$ cat config.mk
export PLATFORM = sky130hd
export DESIGN_NAME = igu_modred
export DESIGN_NICKNAME = d
export VERILOG_FILES = /design/src/sv/igu_pkg.sv /design/src/sv/igu_modred.sv
export SDC_FILE = /design/constraint.sdc
export NUM_CORES = 1
export LEC_CHECK = 0
export BUFFER_PORTS_ARGS = -buffer_cell sky130_fd_sc_hd__buf_2
export CAP_MARGIN = 25
export CORE_AREA = 2 2 39 41
export DETAILED_ROUTE_END_ITERATION = 16
export DIE_AREA = 0 0 41 43
export PLACE_DENSITY = 0.49
export SYNTH_ARGS = -nofsm -noshare
export SYNTH_HDL_FRONTEND = slang
export SYNTH_SLANG_ARGS = --single-unit
$ cat constraint.sdc
create_clock -name clk_i -period 1.1 [get_ports clk_i]
set_clock_uncertainty 0.15 [all_clocks]
set_input_delay 0.22 -clock clk_i [delete_from_list [all_inputs] [get_ports clk_i]]
set_output_delay 0.22 -clock clk_i [all_outputs]
set_load 0.02 [all_outputs]
$ cat src/sv/igu_pkg.sv
// Shared types and fixed field widths for the Ising Glauber spin update block.
// No dependencies; every other file of the block imports this package.
package igu_pkg;

  localparam int unsigned KIND_W  = 3;
  localparam int unsigned IDX_W   = 12;
  localparam int unsigned SLOT_W  = 3;
  localparam int unsigned CNT_W   = 4;
  localparam int unsigned PIDX_W  = 5;
  localparam int unsigned PROB_W  = 16;
  localparam int unsigned TOTAL_W = 40;
  localparam int unsigned MAXN_W  = 4;
  localparam int unsigned PADDR_W = 3;
  localparam int unsigned PDATA_W = 32;

  localparam logic [MAXN_W-1:0] MAXN_RESET = 4'd4;

  // Register index, taken from the word address of the APB port.
  localparam logic [PADDR_W-3:0] REG_MAX_NEIGH = '0;

  typedef enum logic [KIND_W-1:0] {
    KIND_LOAD_SPIN   = 3'd0,
    KIND_LOAD_NEIGH  = 3'd1,
    KIND_LOAD_COUNT  = 3'd2,
    KIND_LOAD_TABLE  = 3'd3,
    KIND_UPDATE      = 3'd4,
    KIND_READ_SPIN   = 3'd5,
    KIND_CLEAR_COUNT = 3'd6
  } kind_e;

  typedef struct packed {
    logic rd;
    logic wr;
  } mem_cmd_t;

  typedef struct packed {
    mem_cmd_t spin;
    mem_cmd_t neigh;
    mem_cmd_t count;
    mem_cmd_t tbl;
  } store_cmd_t;

endpackage

$ cat src/sv/igu_modred.sv
// Pipelined reduction of a 12-bit lattice index modulo MAX_SPINS.
// Depends on igu_pkg; one compare-and-subtract per stage, at least one stage.
module igu_modred #(
  parameter int unsigned MAX_SPINS = 4096
) (
  input  logic                     clk_i,
  input  logic                     rst_ni,
  input  logic                     valid_i,
  input  logic [igu_pkg::IDX_W-1:0] value_i,
  output logic                     valid_o,
  output logic [igu_pkg::IDX_W-1:0] value_o
);
  import igu_pkg::*;

  localparam int unsigned RANGE     = 1 << IDX_W;
  localparam bit          IS_POW2   = (MAX_SPINS & (MAX_SPINS - 1)) == 0;
  localparam int          SUB_STEPS = (IS_POW2 || MAX_SPINS >= RANGE) ? 0 :
                                      (IDX_W - $clog2(MAX_SPINS) + 1);
  localparam int          STAGES    = (SUB_STEPS > 0) ? SUB_STEPS : 1;
  localparam logic [IDX_W-1:0] KEEP_MASK = (IS_POW2 && MAX_SPINS < RANGE) ?
                                           IDX_W'(MAX_SPINS - 1) : {IDX_W{1'b1}};

  logic [IDX_W-1:0] val_q [STAGES];
  logic [STAGES-1:0] vld_q;

  for (genvar g = 0; g < STAGES; g++) begin : g_stage
    // Largest multiple of the modulus first, so each stage removes one binary digit.
    localparam int          SHIFT = SUB_STEPS - 1 - g;
    localparam int          SUBV  = (SUB_STEPS > 0) ? (MAX_SPINS << SHIFT) : 0;
    localparam logic [IDX_W:0] SUB = (IDX_W + 1)'(SUBV);

    logic [IDX_W-1:0] stage_in;
    logic             stage_vld;

    if (g == 0) begin : g_first
      assign stage_in  = value_i & KEEP_MASK;
      assign stage_vld = valid_i;
    end else begin : g_next
      assign stage_in  = val_q[g-1];
      assign stage_vld = vld_q[g-1];
    end

    always_ff @(posedge clk_i) begin
      if ({1'b0, stage_in} >= SUB) begin
        val_q[g] <= stage_in - SUB[IDX_W-1:0];
      end else begin
        val_q[g] <= stage_in;
      end
    end

    always_ff @(posedge clk_i or negedge rst_ni) begin
      if (!rst_ni) begin
        vld_q[g] <= 1'b0;
      end else begin
        vld_q[g] <= stage_vld;
      end
    end
  end

  assign valid_o = vld_q[STAGES-1];
  assign value_o = val_q[STAGES-1];

endmodule

Word level (Yosys, flattened, before mapping)
Memory sizes are Yosys's and may differ from the RTL's.
Cells that the tools add are included.
Word-level totals
  flip-flop bits (word level): 1
  RAM bits: 12
  output and inout port bits: 13
  logic and storage cells: 2
  memories: 1
Memories
  val_q: depth 1, width 12, read ports 1, clocked after Yosys merged registers in 0, wr ports 1, line igu_modred.sv:23  | logic [IDX_W-1:0] val_q [STAGES];

Depth between registers and ports, before layout
  depth in word-level cells: 0
  depth in mapped cells: 0
  gate-level depth less buffers: 0

Worst setup path after synthesis
OpenSTA, ideal clock, no wires.
  kind: flip-flop to output port
  start: reg vld_q (netlist: valid_o)
  end: out valid_o
  data arrival time: 416 ps
  data required time: 730 ps
  path slack: 314 ps
  stages on the path, launching flop included: 1
  path through: dfrtp_1
RTL lines
  start: declaration: line igu_modred.sv:24  | logic [STAGES-1:0] vld_q;
  start signal: indexed assignment: line igu_modred.sv:55  | vld_q[g] <= stage_vld;
  end: declaration: line igu_modred.sv:10  | output logic valid_o,
No word-level cell between the ends.

Worst setup path after layout
  start: reg vld_q (netlist: valid_o)
  end: out valid_o
No word-level cell between the ends.

==> summary.md <==
| Metric | Value |
|---|---|
| First-pass GRT wire length | 1060 um |
| Endpoint class of the critical path | output pin |
| Syn Std Cell Area | 265 um^2 |
| Fmax | 0.883 GHz |
| Syn_nets | 28 |
| Yosys cell types | 2 |
| Ratio of cells with drive above 1 in the final layout | 72.4% |
| Most frequent cells in the layout | 14 x dlygate4sd3_1, 14 x buf_2, 13 x buf_6 |
| Die X | 41 um |
| Via Count | 259 |
| Met3 wire length | 24 um |
| Max VDD drop | 884 uV |
| CP required | 0.73 ns |
| Slew @ Worst Pin | 0.0756 ns |
| Placed inst area | 420 um^2 |
| Sw Share | 21.2% |
| Slowest stage cell, crit path | dfrtp_1 |
| NumNets Final | 74 |
| Final-report hold violation count | 0 |
| Setup WS pre-CTS | 0.240 ns |
| Avg Vias per Cell | 3.50 |
| Fin util | 49.4% |
| Slew Viols, Final | 0 |
| Drt first pass iters | 4 |
| Area Growth Syn to Fin | 158% |
| Routed wl met2 | 432 um |
| Seq cells post-synth | 13 |
| Number of inserted diodes | 0 |
| Setup violations, final | 1 |
| Status | finished, violations left |
| Initial core utilization | 19.2% |
| Root Driver | clkbuf_4 |
| Post-route ant nets | 0 |
| Switching Power | 0.000198 W |
| Total power | 0.000933 W |
| Final Wtd Congestion | 0.598 |
| Period minus WS final | 1.13 ns |
| Chip height | 43 um |
| PD cells | 1370 nW/um^2 |
| CP Depth | 1 |
| GRT Overall Usage | 9.01% |
| Fin Setup TNS | -0.0330 ns |
| Sequential Power Share | 54.9% |
| Clock Tree Buf Depth | 2 |
| Seq/Total Area, Yosys | 100% |
| Site Rows | 14 |
| Clock net sink count | 13 |
| Register area | 280 um^2 |
| Final instance area | 683 um^2 |
| Vias in the first global route | 267 |
| Crit path from | valid_o$_DFF_PN0_ |
| Crit path cell chain | buf_6 |
| Slew margin rel. | 95.0% |
| Startpoint types | register |
| Failing checks | negative setup slack |
| YS warnings | 0 |
| Multi-input gates | 0 |
| Wire per inst | 10.1 um |
| Worst Hold Class | in2async |
| H-tree depth | 1 |
| Logic pwr share | 15.9% |
| # IOs | 28 |
| GRT overflow | 0 |
| RSZ-0062 raised after global routing | yes |
| Total CTS buffers | 3 |
| Max-Cap Viols | 0 |
| Cells after Synth | 13 |
| Port Buffers | 27 |
| Full die area | 1760 um^2 |
| DRT iter0 DRCs | 5 |
| Setup crit end | valid_o |
| Post-CTS setup buffers | 0 |
| Drt total wl | 750 um |
| Crit path DAT | 0.76 ns |
| Pleak | 0.320 nW |
| Area of the multi-input gates | 0 um^2 |
| CP Buf/Inv Count | 1 |
| M1 wire length | 274 um |
| WS Path Type | reg2out |
| Core Box Area | 1380 um^2 |
| Largest net degree at the start of global routing | 8 |
| Final WS setup | -0.0330 ns |
| Max incr delay on CP | 0.38 ns |
| DRC viols | 0 |
| Clk pwr share | 29.2% |
| Fill cell count | 115 |
| Cell family with most CP delay | flip-flops |
| Avg Inst Size Synth | 20.4 um^2 |
| Initial antenna violation count | 0 |
| P_int | 0.000735 W |
| Fin crit share | 103% |
| Crit Path Max Fanout | 1 |
| Clock transition at the registers of the reported paths | 0.08 ns |
| CTS tree | yes |
| Top Metal Used | met4 |
[worst min-delay path by stage]
stage | startpoint | to | slack [ns] | cells past startpoint
6_report | rst_ni | valid_o$_DFF_PN0_ | 0.11 | 2
5_1_grt | rst_ni | valid_o$_DFF_PN0_ | 0.11 | 2
3_3_place_gp | rst_ni | valid_o$_DFF_PN0_ | -0.15 | 1
4_1_cts | rst_ni | valid_o$_DFF_PN0_ | 0.10 | 2
2_1_floorplan | rst_ni | valid_o$_DFF_PN0_ | -0.23 | 0
3_5_place_dp | rst_ni | valid_o$_DFF_PN0_ | -0.15 | 1
[synth_stat cells]
master / instances / area (um^2)
dfrtp_1: 1 / 25.0
dfxtp_1: 12 / 240
[kinds of logic after synthesis]
family  synth area share (%)
DFF                      100
[area by class of cell]
type,instances,share of cell area (%)
clock buffers,4,3.85
flip-flops and latches,13,41.0
well taps,16,2.93
repair buffers,41,52.2
[routing by layer]
metal | track usage [%] | up-vias
met3 | 2.09 | 2
met4 | 6.00 | 0
li1 | - | 128
met2 | 14.4 | 6
met5 | 0 | -
met1 | 9.90 | 123
[what timing repair did]
action / 4_1_cts / 5_1_grt
setup endpoints to repair: 11 / 13
hold buffers: 14 / 0
resized for setup: 14 / 24
gates cloned: 0 / 0
hold endpoints to repair: 14 / 0
[flip-flops by register name, indices dropped and copies added, names as in the netlist]
signal	count
valid_o	1
val_q	12
[per-stage QoR]
step,hold WS [ns],std cells
6_report,0.106,74
5_1_grt,0.110,74
4_1_cts,0.101,74
3_5_place_dp,-0.154,56
3_3_place_gp,-0.154,56
2_1_floorplan,-0.226,13
[power groups by stage]
stage	Sequential, W	Clock, W	Combinational, W
detailed placement	0.000513	0	0.0000805
finish	0.000513	0.000273	0.000148
CTS	0.000504	0.000287	0.000132
global route	0.000515	0.000323	0.000156
global placement	0.000511	0	0.0000801
floorplan	0.000546	0	0
Power figures use the tool's default switching activity.
