File: src/sv/igu_pkg.sv
// Shared types and fixed field widths for the Ising Glauber spin update block.
// No dependencies; every other file of the block imports this package.
package igu_pkg;

  localparam int unsigned KIND_W  = 3;
  localparam int unsigned IDX_W   = 12;
  localparam int unsigned SLOT_W  = 3;
  localparam int unsigned CNT_W   = 4;
  localparam int unsigned PIDX_W  = 5;
  localparam int unsigned PROB_W  = 16;
  localparam int unsigned TOTAL_W = 40;
  localparam int unsigned MAXN_W  = 4;
  localparam int unsigned PADDR_W = 3;
  localparam int unsigned PDATA_W = 32;

  localparam logic [MAXN_W-1:0] MAXN_RESET = 4'd4;

  // Register index, taken from the word address of the APB port.
  localparam logic [PADDR_W-3:0] REG_MAX_NEIGH = '0;

  typedef enum logic [KIND_W-1:0] {
    KIND_LOAD_SPIN   = 3'd0,
    KIND_LOAD_NEIGH  = 3'd1,
    KIND_LOAD_COUNT  = 3'd2,
    KIND_LOAD_TABLE  = 3'd3,
    KIND_UPDATE      = 3'd4,
    KIND_READ_SPIN   = 3'd5,
    KIND_CLEAR_COUNT = 3'd6
  } kind_e;

  typedef struct packed {
    logic rd;
    logic wr;
  } mem_cmd_t;

  typedef struct packed {
    mem_cmd_t spin;
    mem_cmd_t neigh;
    mem_cmd_t count;
    mem_cmd_t tbl;
  } store_cmd_t;

endpackage

File: src/sv/igu_item_if.sv
// Input channel of the spin update block: valid/ready handshake and item fields.
// Depends on igu_pkg for the field widths.
interface igu_item_if;
  import igu_pkg::*;

  logic                valid;
  logic                ready;
  logic [KIND_W-1:0]   kind;
  logic [IDX_W-1:0]    spin_index;
  logic [SLOT_W-1:0]   neigh_slot;
  logic [IDX_W-1:0]    neighbour_index;
  logic [CNT_W-1:0]    neighbour_count;
  logic                spin_value;
  logic [PIDX_W-1:0]   prob_index;
  logic [PROB_W-1:0]   accept_prob;
  logic [PROB_W-1:0]   random_fraction;

  modport source (
    output valid, kind, spin_index, neigh_slot, neighbour_index, neighbour_count,
           spin_value, prob_index, accept_prob, random_fraction,
    input  ready
  );

  modport sink (
    input  valid, kind, spin_index, neigh_slot, neighbour_index, neighbour_count,
           spin_value, prob_index, accept_prob, random_fraction,
    output ready
  );
endinterface

File: src/sv/igu_result_if.sv
// Result channel of the spin update block: valid/ready handshake and result fields.
// Depends on igu_pkg for the field widths.
interface igu_result_if;
  import igu_pkg::*;

  logic               valid;
  logic               ready;
  logic               spin_state;
  logic               flipped;
  logic [TOTAL_W-1:0] accepted_total;

  modport source (
    output valid, spin_state, flipped, accepted_total,
    input  ready
  );

  modport sink (
    input  valid, spin_state, flipped, accepted_total,
    output ready
  );
endinterface

File: src/sv/igu_ctrl.sv
// Item sequencer: decodes items, walks the neighbour list and applies the flip.
// Depends on igu_pkg and the two channel interfaces; drives igu_store and igu_modred.
module igu_ctrl #(
  parameter int unsigned MAX_SPINS = 4096,
  parameter int unsigned MAX_NEIGH = 8
) (
  input  logic                                   clk_i,
  input  logic                                   rst_ni,
  input  logic [igu_pkg::MAXN_W-1:0]             max_neighbours_i,
  igu_item_if.sink                               item_i,
  igu_result_if.source                           result_o,
  output logic                                   red_valid_o,
  output logic [igu_pkg::IDX_W-1:0]              red_value_o,
  input  logic                                   red_valid_i,
  input  logic [igu_pkg::IDX_W-1:0]              red_value_i,
  output igu_pkg::store_cmd_t                    cmd_o,
  output logic [$clog2(MAX_SPINS)-1:0]           spin_addr_o,
  output logic                                   spin_wdata_o,
  input  logic                                   spin_rdata_i,
  output logic [$clog2(MAX_SPINS*MAX_NEIGH)-1:0] neigh_addr_o,
  output logic [igu_pkg::IDX_W-1:0]              neigh_wdata_o,
  input  logic [igu_pkg::IDX_W-1:0]              neigh_rdata_i,
  output logic [$clog2(MAX_SPINS)-1:0]           count_addr_o,
  output logic [igu_pkg::CNT_W-1:0]              count_wdata_o,
  input  logic [igu_pkg::CNT_W-1:0]              count_rdata_i,
  output logic [$clog2(2*MAX_NEIGH+1)-1:0]       tbl_addr_o,
  output logic [igu_pkg::PROB_W-1:0]             tbl_wdata_o,
  input  logic [igu_pkg::PROB_W-1:0]             tbl_rdata_i
);
  import igu_pkg::*;

  localparam int unsigned SW    = $clog2(MAX_SPINS);
  localparam int unsigned AW    = $clog2(MAX_SPINS * MAX_NEIGH);
  localparam int unsigned TL    = 2 * MAX_NEIGH + 1;
  localparam int unsigned TW    = $clog2(TL);
  localparam int unsigned NCW   = $clog2(MAX_NEIGH + 1);
  localparam int unsigned SUM_W = NCW + 1;
  localparam int unsigned IXW   = ((SUM_W > MAXN_W + 1) ? SUM_W : MAXN_W + 1) + 1;

  localparam logic [PIDX_W:0]          TL_V   = (PIDX_W + 1)'(TL);
  localparam logic signed [IXW-1:0]    IX_TOP = IXW'(TL - 1);
  localparam logic signed [SUM_W-1:0]  ONE    = SUM_W'(1);

  localparam logic [3:0] S_IDLE   = 4'd0;
  localparam logic [3:0] S_SITE   = 4'd1;
  localparam logic [3:0] S_DISP   = 4'd2;
  localparam logic [3:0] S_RDWAIT = 4'd3;
  localparam logic [3:0] S_UCNT   = 4'd4;
  localparam logic [3:0] S_ULOOP  = 4'd5;
  localparam logic [3:0] S_UTAB   = 4'd6;
  localparam logic [3:0] S_UFLIP  = 4'd7;
  localparam logic [3:0] S_OUT    = 4'd8;

  logic [3:0] state_q, state_d;

  // Item fields held for the whole item.
  kind_e             kind_q;
  logic [SLOT_W-1:0] slot_q;
  logic [IDX_W-1:0]  nidx_q;
  logic [CNT_W-1:0]  ncnt_q;
  logic              sval_q;
  logic [PIDX_W-1:0] pidx_q;
  logic [PROB_W-1:0] prob_q;
  logic [PROB_W-1:0] rnd_q;

  logic [SW-1:0]            site_q, site_d;
  logic [AW-1:0]            base_q, base_d;
  logic [NCW-1:0]           cnt_q, cnt_d;
  logic [NCW-1:0]           iss_q, iss_d;
  logic [NCW-1:0]           acc_q, acc_d;
  logic signed [SUM_W-1:0]  sum_q, sum_d;
  logic                     own_q, own_d;
  logic                     nb_vld_q, nb_vld_d;
  logic                     sp_vld_q, sp_vld_d;
  logic [TOTAL_W-1:0]       total_q, total_d;
  logic                     res_spin_q, res_spin_d;
  logic                     res_flip_q, res_flip_d;
  logic                     out_valid_q, out_valid_d;
  logic                     out_spin_q;
  logic                     out_flip_q;
  logic [TOTAL_W-1:0]       out_total_q;
  logic                     out_load;

  logic                     accept;
  logic                     flip;
  logic signed [SUM_W-1:0]  own_sum;
  logic signed [IXW-1:0]    ix_raw;
  logic [TW-1:0]            tidx;

  assign item_i.ready = (state_q == S_IDLE);
  assign accept       = item_i.valid && (state_q == S_IDLE);
  assign flip         = rnd_q < tbl_rdata_i;

  // Table index: local field sum seen from the chosen spin, offset and clamped.
  assign own_sum = own_q ? sum_q : -sum_q;
  assign ix_raw  = IXW'(own_sum) + IXW'(signed'({1'b0, max_neighbours_i}));

  always_comb begin
    if (ix_raw < 0) begin
      tidx = '0;
    end else if (ix_raw > IX_TOP) begin
      tidx = TW'(TL - 1);
    end else begin
      tidx = TW'(ix_raw);
    end
  end

  always_comb begin
    state_d     = state_q;
    site_d      = site_q;
    base_d      = base_q;
    cnt_d       = cnt_q;
    iss_d       = iss_q;
    acc_d       = acc_q;
    sum_d       = sum_q;
    own_d       = own_q;
    nb_vld_d    = 1'b0;
    sp_vld_d    = 1'b0;
    total_d     = total_q;
    res_spin_d  = res_spin_q;
    res_flip_d  = res_flip_q;
    out_valid_d = out_valid_q && !result_o.ready;
    out_load    = 1'b0;

    cmd_o         = '0;
    red_valid_o   = 1'b0;
    red_value_o   = neigh_rdata_i;
    spin_addr_o   = site_q;
    spin_wdata_o  = sval_q;
    neigh_addr_o  = base_q + AW'(iss_q);
    neigh_wdata_o = nidx_q;
    count_addr_o  = site_q;
    count_wdata_o = ncnt_q;
    tbl_addr_o    = tidx;
    tbl_wdata_o   = prob_q;

    unique case (state_q)
      S_IDLE: begin
        if (accept) begin
          red_valid_o = 1'b1;
          red_value_o = item_i.spin_index;
          state_d     = S_SITE;
        end
      end
      S_SITE: begin
        if (red_valid_i) begin
          site_d  = SW'(red_value_i);
          base_d  = AW'(site_d * MAX_NEIGH);
          state_d = S_DISP;
        end
      end
      S_DISP: begin
        iss_d      = '0;
        acc_d      = '0;
        sum_d      = '0;
        res_flip_d = 1'b0;
        unique case (kind_q)
          KIND_LOAD_SPIN: begin
            cmd_o.spin.wr = 1'b1;
            res_spin_d    = sval_q;
            state_d       = S_OUT;
          end
          KIND_LOAD_NEIGH: begin
            cmd_o.neigh.wr = int'(slot_q) < MAX_NEIGH;
            neigh_addr_o   = base_q + AW'(slot_q);
            cmd_o.spin.rd  = 1'b1;
            state_d        = S_RDWAIT;
          end
          KIND_LOAD_COUNT: begin
            cmd_o.count.wr = 1'b1;
            cmd_o.spin.rd  = 1'b1;
            state_d        = S_RDWAIT;
          end
          KIND_LOAD_TABLE: begin
            cmd_o.tbl.wr  = {1'b0, pidx_q} < TL_V;
            tbl_addr_o    = TW'(pidx_q);
            cmd_o.spin.rd = 1'b1;
            state_d       = S_RDWAIT;
          end
          KIND_UPDATE: begin
            cmd_o.count.rd = 1'b1;
            cmd_o.spin.rd  = 1'b1;
            state_d        = S_UCNT;
          end
          KIND_CLEAR_COUNT: begin
            total_d       = '0;
            cmd_o.spin.rd = 1'b1;
            state_d       = S_RDWAIT;
          end
          default: begin
            cmd_o.spin.rd = 1'b1;
            state_d       = S_RDWAIT;
          end
        endcase
      end
      S_RDWAIT: begin
        res_spin_d = spin_rdata_i;
        state_d    = S_OUT;
      end
      S_UCNT: begin
        if (int'(count_rdata_i) > MAX_NEIGH) begin
          cnt_d = NCW'(MAX_NEIGH);
        end else begin
          cnt_d = NCW'(count_rdata_i);
        end
        own_d   = spin_rdata_i;
        state_d = S_ULOOP;
      end
      S_ULOOP: begin
        // Three overlapping steps: list read, index reduction, neighbour spin read.
        if (iss_q != cnt_q) begin
          cmd_o.neigh.rd = 1'b1;
          iss_d          = iss_q + NCW'(1);
          nb_vld_d       = 1'b1;
        end
        red_valid_o = nb_vld_q;
        if (red_valid_i) begin
          cmd_o.spin.rd = 1'b1;
          spin_addr_o   = SW'(red_value_i);
          sp_vld_d      = 1'b1;
        end
        if (sp_vld_q) begin
          sum_d = sum_q + (spin_rdata_i ? ONE : -ONE);
          acc_d = acc_q + NCW'(1);
        end
        if (acc_q == cnt_q) begin
          state_d = S_UTAB;
        end
      end
      S_UTAB: begin
        cmd_o.tbl.rd = 1'b1;
        state_d      = S_UFLIP;
      end
      S_UFLIP: begin
        if (flip) begin
          cmd_o.spin.wr = 1'b1;
          spin_wdata_o  = !own_q;
          if (total_q != {TOTAL_W{1'b1}}) begin
            total_d = total_q + TOTAL_W'(1);
          end
        end
        res_spin_d = own_q ^ flip;
        res_flip_d = flip;
        state_d    = S_OUT;
      end
      S_OUT: begin
        if (!out_valid_q || result_o.ready) begin
          out_load    = 1'b1;
          out_valid_d = 1'b1;
          state_d     = S_IDLE;
        end
      end
      default: begin
        state_d = S_IDLE;
      end
    endcase
  end

  always_ff @(posedge clk_i or negedge rst_ni) begin
    if (!rst_ni) begin
      state_q     <= S_IDLE;
      nb_vld_q    <= 1'b0;
      sp_vld_q    <= 1'b0;
      total_q     <= '0;
      out_valid_q <= 1'b0;
    end else begin
      state_q     <= state_d;
      nb_vld_q    <= nb_vld_d;
      sp_vld_q    <= sp_vld_d;
      total_q     <= total_d;
      out_valid_q <= out_valid_d;
    end
  end

  always_ff @(posedge clk_i) begin
    if (accept) begin
      kind_q <= kind_e'(item_i.kind);
      slot_q <= item_i.neigh_slot;
      nidx_q <= item_i.neighbour_index;
      ncnt_q <= item_i.neighbour_count;
      sval_q <= item_i.spin_value;
      pidx_q <= item_i.prob_index;
      prob_q <= item_i.accept_prob;
      rnd_q  <= item_i.random_fraction;
    end
    site_q     <= site_d;
    base_q     <= base_d;
    cnt_q      <= cnt_d;
    iss_q      <= iss_d;
    acc_q      <= acc_d;
    sum_q      <= sum_d;
    own_q      <= own_d;
    res_spin_q <= res_spin_d;
    res_flip_q <= res_flip_d;
    if (out_load) begin
      out_spin_q  <= res_spin_q;
      out_flip_q  <= res_flip_q;
      out_total_q <= total_q;
    end
  end

  assign result_o.valid          = out_valid_q;
  assign result_o.spin_state     = out_spin_q;
  assign result_o.flipped        = out_flip_q;
  assign result_o.accepted_total = out_total_q;

endmodule

File: src/flat_wrapper.sv
// flat-port wrapper written by rule: the top's interface ports become plain ports
module igu_ctrl_flat import igu_pkg::*;
#(
  parameter int unsigned MAX_SPINS = 4096,
  parameter int unsigned MAX_NEIGH = 8
)
  (clk_i, rst_ni, max_neighbours_i, red_valid_o, red_value_o, red_valid_i, red_value_i, cmd_o, spin_addr_o, spin_wdata_o, spin_rdata_i, neigh_addr_o, neigh_wdata_o, neigh_rdata_i, count_addr_o, count_wdata_o, count_rdata_i, tbl_addr_o, tbl_wdata_o, tbl_rdata_i, item_i_valid, item_i_kind, item_i_spin_index, item_i_neigh_slot, item_i_neighbour_index, item_i_neighbour_count, item_i_spin_value, item_i_prob_index, item_i_accept_prob, item_i_random_fraction, item_i_ready, result_o_valid, result_o_spin_state, result_o_flipped, result_o_accepted_total, result_o_ready);
  igu_item_if item_i_i ();
  igu_result_if result_o_i ();
  input  logic clk_i;
  input  logic rst_ni;
  input  logic [igu_pkg::MAXN_W-1:0] max_neighbours_i;
  output logic red_valid_o;
  output logic [igu_pkg::IDX_W-1:0] red_value_o;
  input  logic red_valid_i;
  input  logic [igu_pkg::IDX_W-1:0] red_value_i;
  output igu_pkg::store_cmd_t cmd_o;
  output logic [$clog2(MAX_SPINS)-1:0] spin_addr_o;
  output logic spin_wdata_o;
  input  logic spin_rdata_i;
  output logic [$clog2(MAX_SPINS*MAX_NEIGH)-1:0] neigh_addr_o;
  output logic [igu_pkg::IDX_W-1:0] neigh_wdata_o;
  input  logic [igu_pkg::IDX_W-1:0] neigh_rdata_i;
  output logic [$clog2(MAX_SPINS)-1:0] count_addr_o;
  output logic [igu_pkg::CNT_W-1:0] count_wdata_o;
  input  logic [igu_pkg::CNT_W-1:0] count_rdata_i;
  output logic [$clog2(2*MAX_NEIGH+1)-1:0] tbl_addr_o;
  output logic [igu_pkg::PROB_W-1:0] tbl_wdata_o;
  input  logic [igu_pkg::PROB_W-1:0] tbl_rdata_i;
  input wire logic [$bits(item_i_i.valid)-1:0] item_i_valid;
  input wire logic [$bits(item_i_i.kind)-1:0] item_i_kind;
  input wire logic [$bits(item_i_i.spin_index)-1:0] item_i_spin_index;
  input wire logic [$bits(item_i_i.neigh_slot)-1:0] item_i_neigh_slot;
  input wire logic [$bits(item_i_i.neighbour_index)-1:0] item_i_neighbour_index;
  input wire logic [$bits(item_i_i.neighbour_count)-1:0] item_i_neighbour_count;
  input wire logic [$bits(item_i_i.spin_value)-1:0] item_i_spin_value;
  input wire logic [$bits(item_i_i.prob_index)-1:0] item_i_prob_index;
  input wire logic [$bits(item_i_i.accept_prob)-1:0] item_i_accept_prob;
  input wire logic [$bits(item_i_i.random_fraction)-1:0] item_i_random_fraction;
  output wire logic [$bits(item_i_i.ready)-1:0] item_i_ready;
  output wire logic [$bits(result_o_i.valid)-1:0] result_o_valid;
  output wire logic [$bits(result_o_i.spin_state)-1:0] result_o_spin_state;
  output wire logic [$bits(result_o_i.flipped)-1:0] result_o_flipped;
  output wire logic [$bits(result_o_i.accepted_total)-1:0] result_o_accepted_total;
  input wire logic [$bits(result_o_i.ready)-1:0] result_o_ready;
  assign item_i_i.valid = item_i_valid;
  assign item_i_i.kind = item_i_kind;
  assign item_i_i.spin_index = item_i_spin_index;
  assign item_i_i.neigh_slot = item_i_neigh_slot;
  assign item_i_i.neighbour_index = item_i_neighbour_index;
  assign item_i_i.neighbour_count = item_i_neighbour_count;
  assign item_i_i.spin_value = item_i_spin_value;
  assign item_i_i.prob_index = item_i_prob_index;
  assign item_i_i.accept_prob = item_i_accept_prob;
  assign item_i_i.random_fraction = item_i_random_fraction;
  assign item_i_ready = item_i_i.ready;
  assign result_o_valid = result_o_i.valid;
  assign result_o_spin_state = result_o_i.spin_state;
  assign result_o_flipped = result_o_i.flipped;
  assign result_o_accepted_total = result_o_i.accepted_total;
  assign result_o_i.ready = result_o_ready;
  igu_ctrl #(.MAX_SPINS(MAX_SPINS), .MAX_NEIGH(MAX_NEIGH)) u_core (.clk_i(clk_i), .rst_ni(rst_ni), .max_neighbours_i(max_neighbours_i), .item_i(item_i_i), .result_o(result_o_i), .red_valid_o(red_valid_o), .red_value_o(red_value_o), .red_valid_i(red_valid_i), .red_value_i(red_value_i), .cmd_o(cmd_o), .spin_addr_o(spin_addr_o), .spin_wdata_o(spin_wdata_o), .spin_rdata_i(spin_rdata_i), .neigh_addr_o(neigh_addr_o), .neigh_wdata_o(neigh_wdata_o), .neigh_rdata_i(neigh_rdata_i), .count_addr_o(count_addr_o), .count_wdata_o(count_wdata_o), .count_rdata_i(count_rdata_i), .tbl_addr_o(tbl_addr_o), .tbl_wdata_o(tbl_wdata_o), .tbl_rdata_i(tbl_rdata_i));
endmodule
File: config.mk
export PLATFORM = sky130hd
export DESIGN_NAME = igu_ctrl_flat
export DESIGN_NICKNAME = d
export VERILOG_FILES = /design/src/sv/igu_pkg.sv /design/src/sv/igu_item_if.sv /design/src/sv/igu_result_if.sv /design/src/sv/igu_ctrl.sv /design/src/flat_wrapper.sv
export SDC_FILE = /design/constraint.sdc
export NUM_CORES = 1
export LEC_CHECK = 0
export BUFFER_PORTS_ARGS = -buffer_cell sky130_fd_sc_hd__buf_2
export CAP_MARGIN = 20
export CORE_MARGIN = 2
export CORE_UTILIZATION = 56
export DETAILED_ROUTE_END_ITERATION = 8
export PLACE_DENSITY = 0.85
export SETUP_SLACK_MARGIN = 0.1
export SYNTH_ARGS = -nofsm -noshare
export SYNTH_HDL_FRONTEND = slang
export SYNTH_SLANG_ARGS = --single-unit
File: constraint.sdc
create_clock -name clk_i -period 8.3 [get_ports clk_i]
set_input_delay 1.245 -clock clk_i [delete_from_list [all_inputs] [get_ports clk_i]]
set_output_delay 1.245 -clock clk_i [all_outputs]
set_load 0.01 [all_outputs]
# Word-level counts from Yosys, hierarchy flattened
# Cells that the tools add are included.
# word_totals
register_bits	193
out_inout_bits	142
elab_cells	138
# op_classes
add_sub_neg	8
order_cmp	5
n_eq_ne	26
muxes	55
bitwise	1
n_reduce_logical	18
# ops
cell	n
two-way mux 40 bit	3
case mux 40 bit (2 select lines)	1
two-way mux 12 bit	4
adder 40 x 1 -> 40 bit (second input constant)	1
!= test 40 bit (second input constant)	1
two-way mux 5 bit	7
case mux 4 bit (8 select lines)	1
two-way mux 15 bit	2
two-way mux 4 bit	6
case mux 4 bit (2 select lines)	3
two-way mux 1 bit	21
equality test 4 x 3 -> 1 bit (second input constant)	4
< comparator 16 bit	1
adder 15 x 3 -> 15 bit	1
adder 15 x 4 -> 15 bit	1
!= test 2 x 1 -> 1 bit (second input constant)	7
case mux 5 bit (2 select lines)	1
adder 4 x 1 -> 4 bit (second input constant)	2
equality test 4 x 2 -> 1 bit (second input constant)	2
case mux 1 bit (2 select lines)	4
AND reduction 2 bit	4
AND reduction 4 bit	2
adder 5 x 5 -> 6 bit	1
equality test 3 x 2 -> 1 bit (second input constant)	2
24 further kinds	31

# Logic depth before layout (Yosys ltp)
# logic_depth
word_depth	8
ltp_mapped	12
ltp_nobuf	12

# Worst setup path before layout
# No wires, ideal clock.
# synth_timing
path_type	input-to-output
start	input tbl_rdata_i[14] (netlist name)
end	output spin_wdata_o
arrival_ns	2.805
required_time_ns	7.055
path_slack_ns	4.250
path_stages	7
path_buffers	0
path_cell_list	inv_1 > ha_1 > a21oi_1 > nand2_1 > a221oi_1 > o31ai_1 > o41ai_1
# synth_between
elab_chain_len	3
# synth_lines
item	line	rtl
start: declaration	flat_wrapper.sv:29	input logic [igu_pkg::PROB_W-1:0] tbl_rdata_i;
< comparator 16 bit	igu_ctrl.sv:92	assign flip = rnd_q < tbl_rdata_i;
two-way mux 1 bit	igu_ctrl.sv:235	if (flip) begin
two-way mux 1 bit	igu_ctrl.sv:137	unique case (state_q)
end: declaration	flat_wrapper.sv:19	output logic spin_wdata_o;
# Every way passes these cells.

# Worst setup path after layout
# layout_timing
start	input tbl_rdata_i[9] (netlist name)
end	output spin_wdata_o
# The elaborated chain is that of the path after synthesis.

==> flow_metrics.tcl <==
set metrics [dict create \
    status "finished, final reports clean" \
    hold_viol 0 \
    p_leak_uw 0.00489 \
    dp_cells 1212 \
    synthCells 751 \
    post_cts_buffers 0 \
    cp_max_fo 7 \
    num_vias 6813 \
    grt_pass1_vias 6256 \
    ctsHtreeMaxLevel 4 \
    fin_ws_ns 3.79 \
    wl_um 21700 \
    synth_seq_area_share_pct 61.9 \
    rsz0062_at_grt "no" \
    critPathRequiredTime_ns 7.05 \
    gr-total-overflow 0 \
    io_buffers 267 \
    fin_crit_sh_pct 54.3 \
    cts_buffers 17 \
    core_region_area_um2 15800 \
    yosys.area.top_type "edfxtp_1" \
    synth-seq-cells 193 \
    synth_top_area_share_pct 48.8 \
    antenna_found_initial 0 \
    p_per_area_nw_per_um2 290 \
    cts_tree "done" \
    clockRootBuffer "clkbuf_16" \
    power_frac_comb_pct 27.8 \
    synth_warnings 0 \
    gp_congestion 0.892 \
    setup_violations 0 \
    final_cell_mix "267 x buf_2, 146 x edfxtp_1, 112 x nand2_1" \
    grt_use_total_pct 25.2 \
    final_common_cell "buf_2" \
    peakVddDrop_mv 0.200 \
    ys_top_cells_by_area "edfxtp_1 49%, dfrtp_1 13%, nand2_1 4.7%" \
    post_cts_resize_count 0 \
    cts_hold_repair.buffers 0 \
    clockBufferDepth 2 \
    syn_to_final_growth_pct 24.2 \
    via_per_inst 5.47 \
    final_max_slew_viol_count 0 \
    power.share.switching_pct 33.6 \
    grt_start_max_net_pins 61 \
    row_count 46 \
    ant_nets 0 \
    grt_pass1_wl_um 32200 \
    finalInstanceArea_um2 11200 \
    nets 1173 \
    seq_power_share_pct 47.1 \
    slew_headroom_pct 42.6 \
    fmax_ghz 0.222 \
    placed_area_um2 10500 \
    die_h_um 131 \
    die_x_um 131 \
    synth_ff_type "edfxtp_1" \
    path_clk_slew_ns 0.07 \
    setup_tns_ns 0 \
    drcViolationCount 0 \
    fillers 1165 \
    dpl.hpwl_um 16200 \
    maxCapViolCount 0 \
    clkSinkCount 193 \
    power_switching_uw 1090 \
    drive_gt1_share_pct 34.6 \
    power_frac_clock_pct 25.1 \
    final_cells 1246 \
    fin_crit_ns 4.51 \
    design.die.area_um2 17100 \
    synthDistinctLibCells 50 \
    holdWs_ns 0.450 \
    worst_r2r_path_depth 8 \
    min_delay_path_depth 0 \
    routedWlPerCell_um 17.5 \
    cp-start-kind "input pin" \
    tightest_slew_ns 0.859 \
    num_io_pins 268 \
    pre_cts_slack_ns 3.81 \
    insertion_delay_ns 0.44 \
    criticalPathCategory "in2out" \
    synth_edf_count 146 \
    arrival_ns 3.26 \
    start_util_pct 57.0 \
    syn_nets 907 \
    hp-class "reg2reg" \
    async_reset_ff_share_pct 24.4 \
    internal_power_uw 2140 \
    ff2ff_setup_slack_ns 5.18 \
    dr.first_iter.drc_count 479 \
    end_kind "output pin" \
    syn-cell-area_um2 8980 \
    antenna_cells 0 \
    clock_skew_ns 0.0109 \
    first_pass_iters 5 \
    synth.avg_cell_area_um2 12.0 \
]
## cell families (layout without fill, tap and decap cells)
family | after synthesis | count (layout) | synth area share [%]
and+or+nand+nor | 299 | 299 | 16.6
DFF | 193 | 193 | 61.9
AOI/OAI and AO/OA | 94 | 94 | 6.42
buffers and inverters | 63 | 342 | 2.85
xor gates and xnor gates | 36 | 36 | 3.51
muxes | 36 | 36 | 4.41
adders and majority gates | 30 | 30 | 4.34
## worst max-delay path, cell delays in order
cell and delay [ns]:
buf_2 0.08, inv_1 0.03, ha_1 0.29, a21oi_1 0.14, o21ai_0 0.19, a221oi_1 0.39, o31a_1 0.36, nand2b_1 0.18
nand2_1 0.10, o41ai_1 0.06, buf_2 0.18
## cells in the mapped netlist (9+ instances only)
master,n
nand2_1,112
nand4_1,21
and2_1,13
dfrtp_1,47
clkbuf_1,18
xnor2_1,28
or3_1,13
edfxtp_1,146
inv_1,35
nand3_1,20
nor2_1,44
o21ai_0,20
nand2b_1,9
ha_1,28
mux2_2,29
a21oi_1,40
and3_1,13
nor3_1,15
## final timing paths
check	startpoint	end
min in group asynchronous	rst_ni	u_core.total_q[33]$_DFFE_PN0P_
max reg2reg	u_core.rnd_q[11]$_DFFE_PP_	u_core.total_q[15]$_DFFE_PN0P_
max in group asynchronous	rst_ni	u_core.total_q[9]$_DFFE_PN0P_
min	u_core.res_flip_q$_DFFE_PP_	u_core.result_o.flipped$_DFFE_PP_
min reg2reg	u_core.res_flip_q$_DFFE_PP_	u_core.result_o.flipped$_DFFE_PP_
max	tbl_rdata_i[9]	spin_wdata_o
## power groups by stage
stage,registers [µW],clock network (µW),logic [µW]
4_1_cts,1520,820,894
3_3_place_gp,1530,0,858
3_5_place_dp,1540,0,886
5_1_grt,1550,856,984
2_1_floorplan,1510,0,538
6_report,1520,813,898
## cell type report
| type | instances | area (µm²) | share of cell area, % |
|---|---|---|---|
| Clock inverter | 13 | 143 | 1.28 |
| Clock buffer | 19 | 443 | 3.97 |
| Tap cell | 216 | 270 | 2.42 |
| Inverter | 35 | 131 | 1.18 |
| Timing Repair Buffer | 275 | 1430 | 12.8 |
| Multi-Input combinational cell | 495 | 3180 | 28.5 |
| Sequential cell | 193 | 5560 | 49.8 |
## state kept, by name (all words and copies together) (netlist names), 3 cells and up
signal / cells
u_core.result_o.accepted_total: 40
u_core.total_q: 40
u_core.rnd_q: 16
u_core.tbl_wdata_o: 16
u_core.base_q: 12
u_core.count_addr_o: 12
u_core.neigh_wdata_o: 12
u_core.pidx_q: 5
u_core.sum_q: 5
u_core.acc_q: 4
u_core.cnt_q: 4
u_core.count_wdata_o: 4
u_core.iss_q: 4
u_core.state_q: 4
u_core.kind_q: 3
u_core.slot_q: 3
## through the flow
stage	power [µW]	util, %
floorplan	2050	-
global placement	2380	66.8
detailed placement	2420	66.8
CTS	3230	70.5
global route	3390	70.8
finish	3230	70.8
## layer usage
metal | vias up | GRT usage (%) | wire length [µm] | share of wire [%]
li1 | 3248 | - | - | -
met1 | 3248 | 32.1 | 8520 | 39
met2 | 277 | 41.6 | 11000 | 51
met3 | 40 | 6.15 | 1520 | 7.0
met4 | 0 | 10.8 | 681 | 3.1
met5 | - | 0 | 0 | 0
Power figures use the tool's default switching activity.
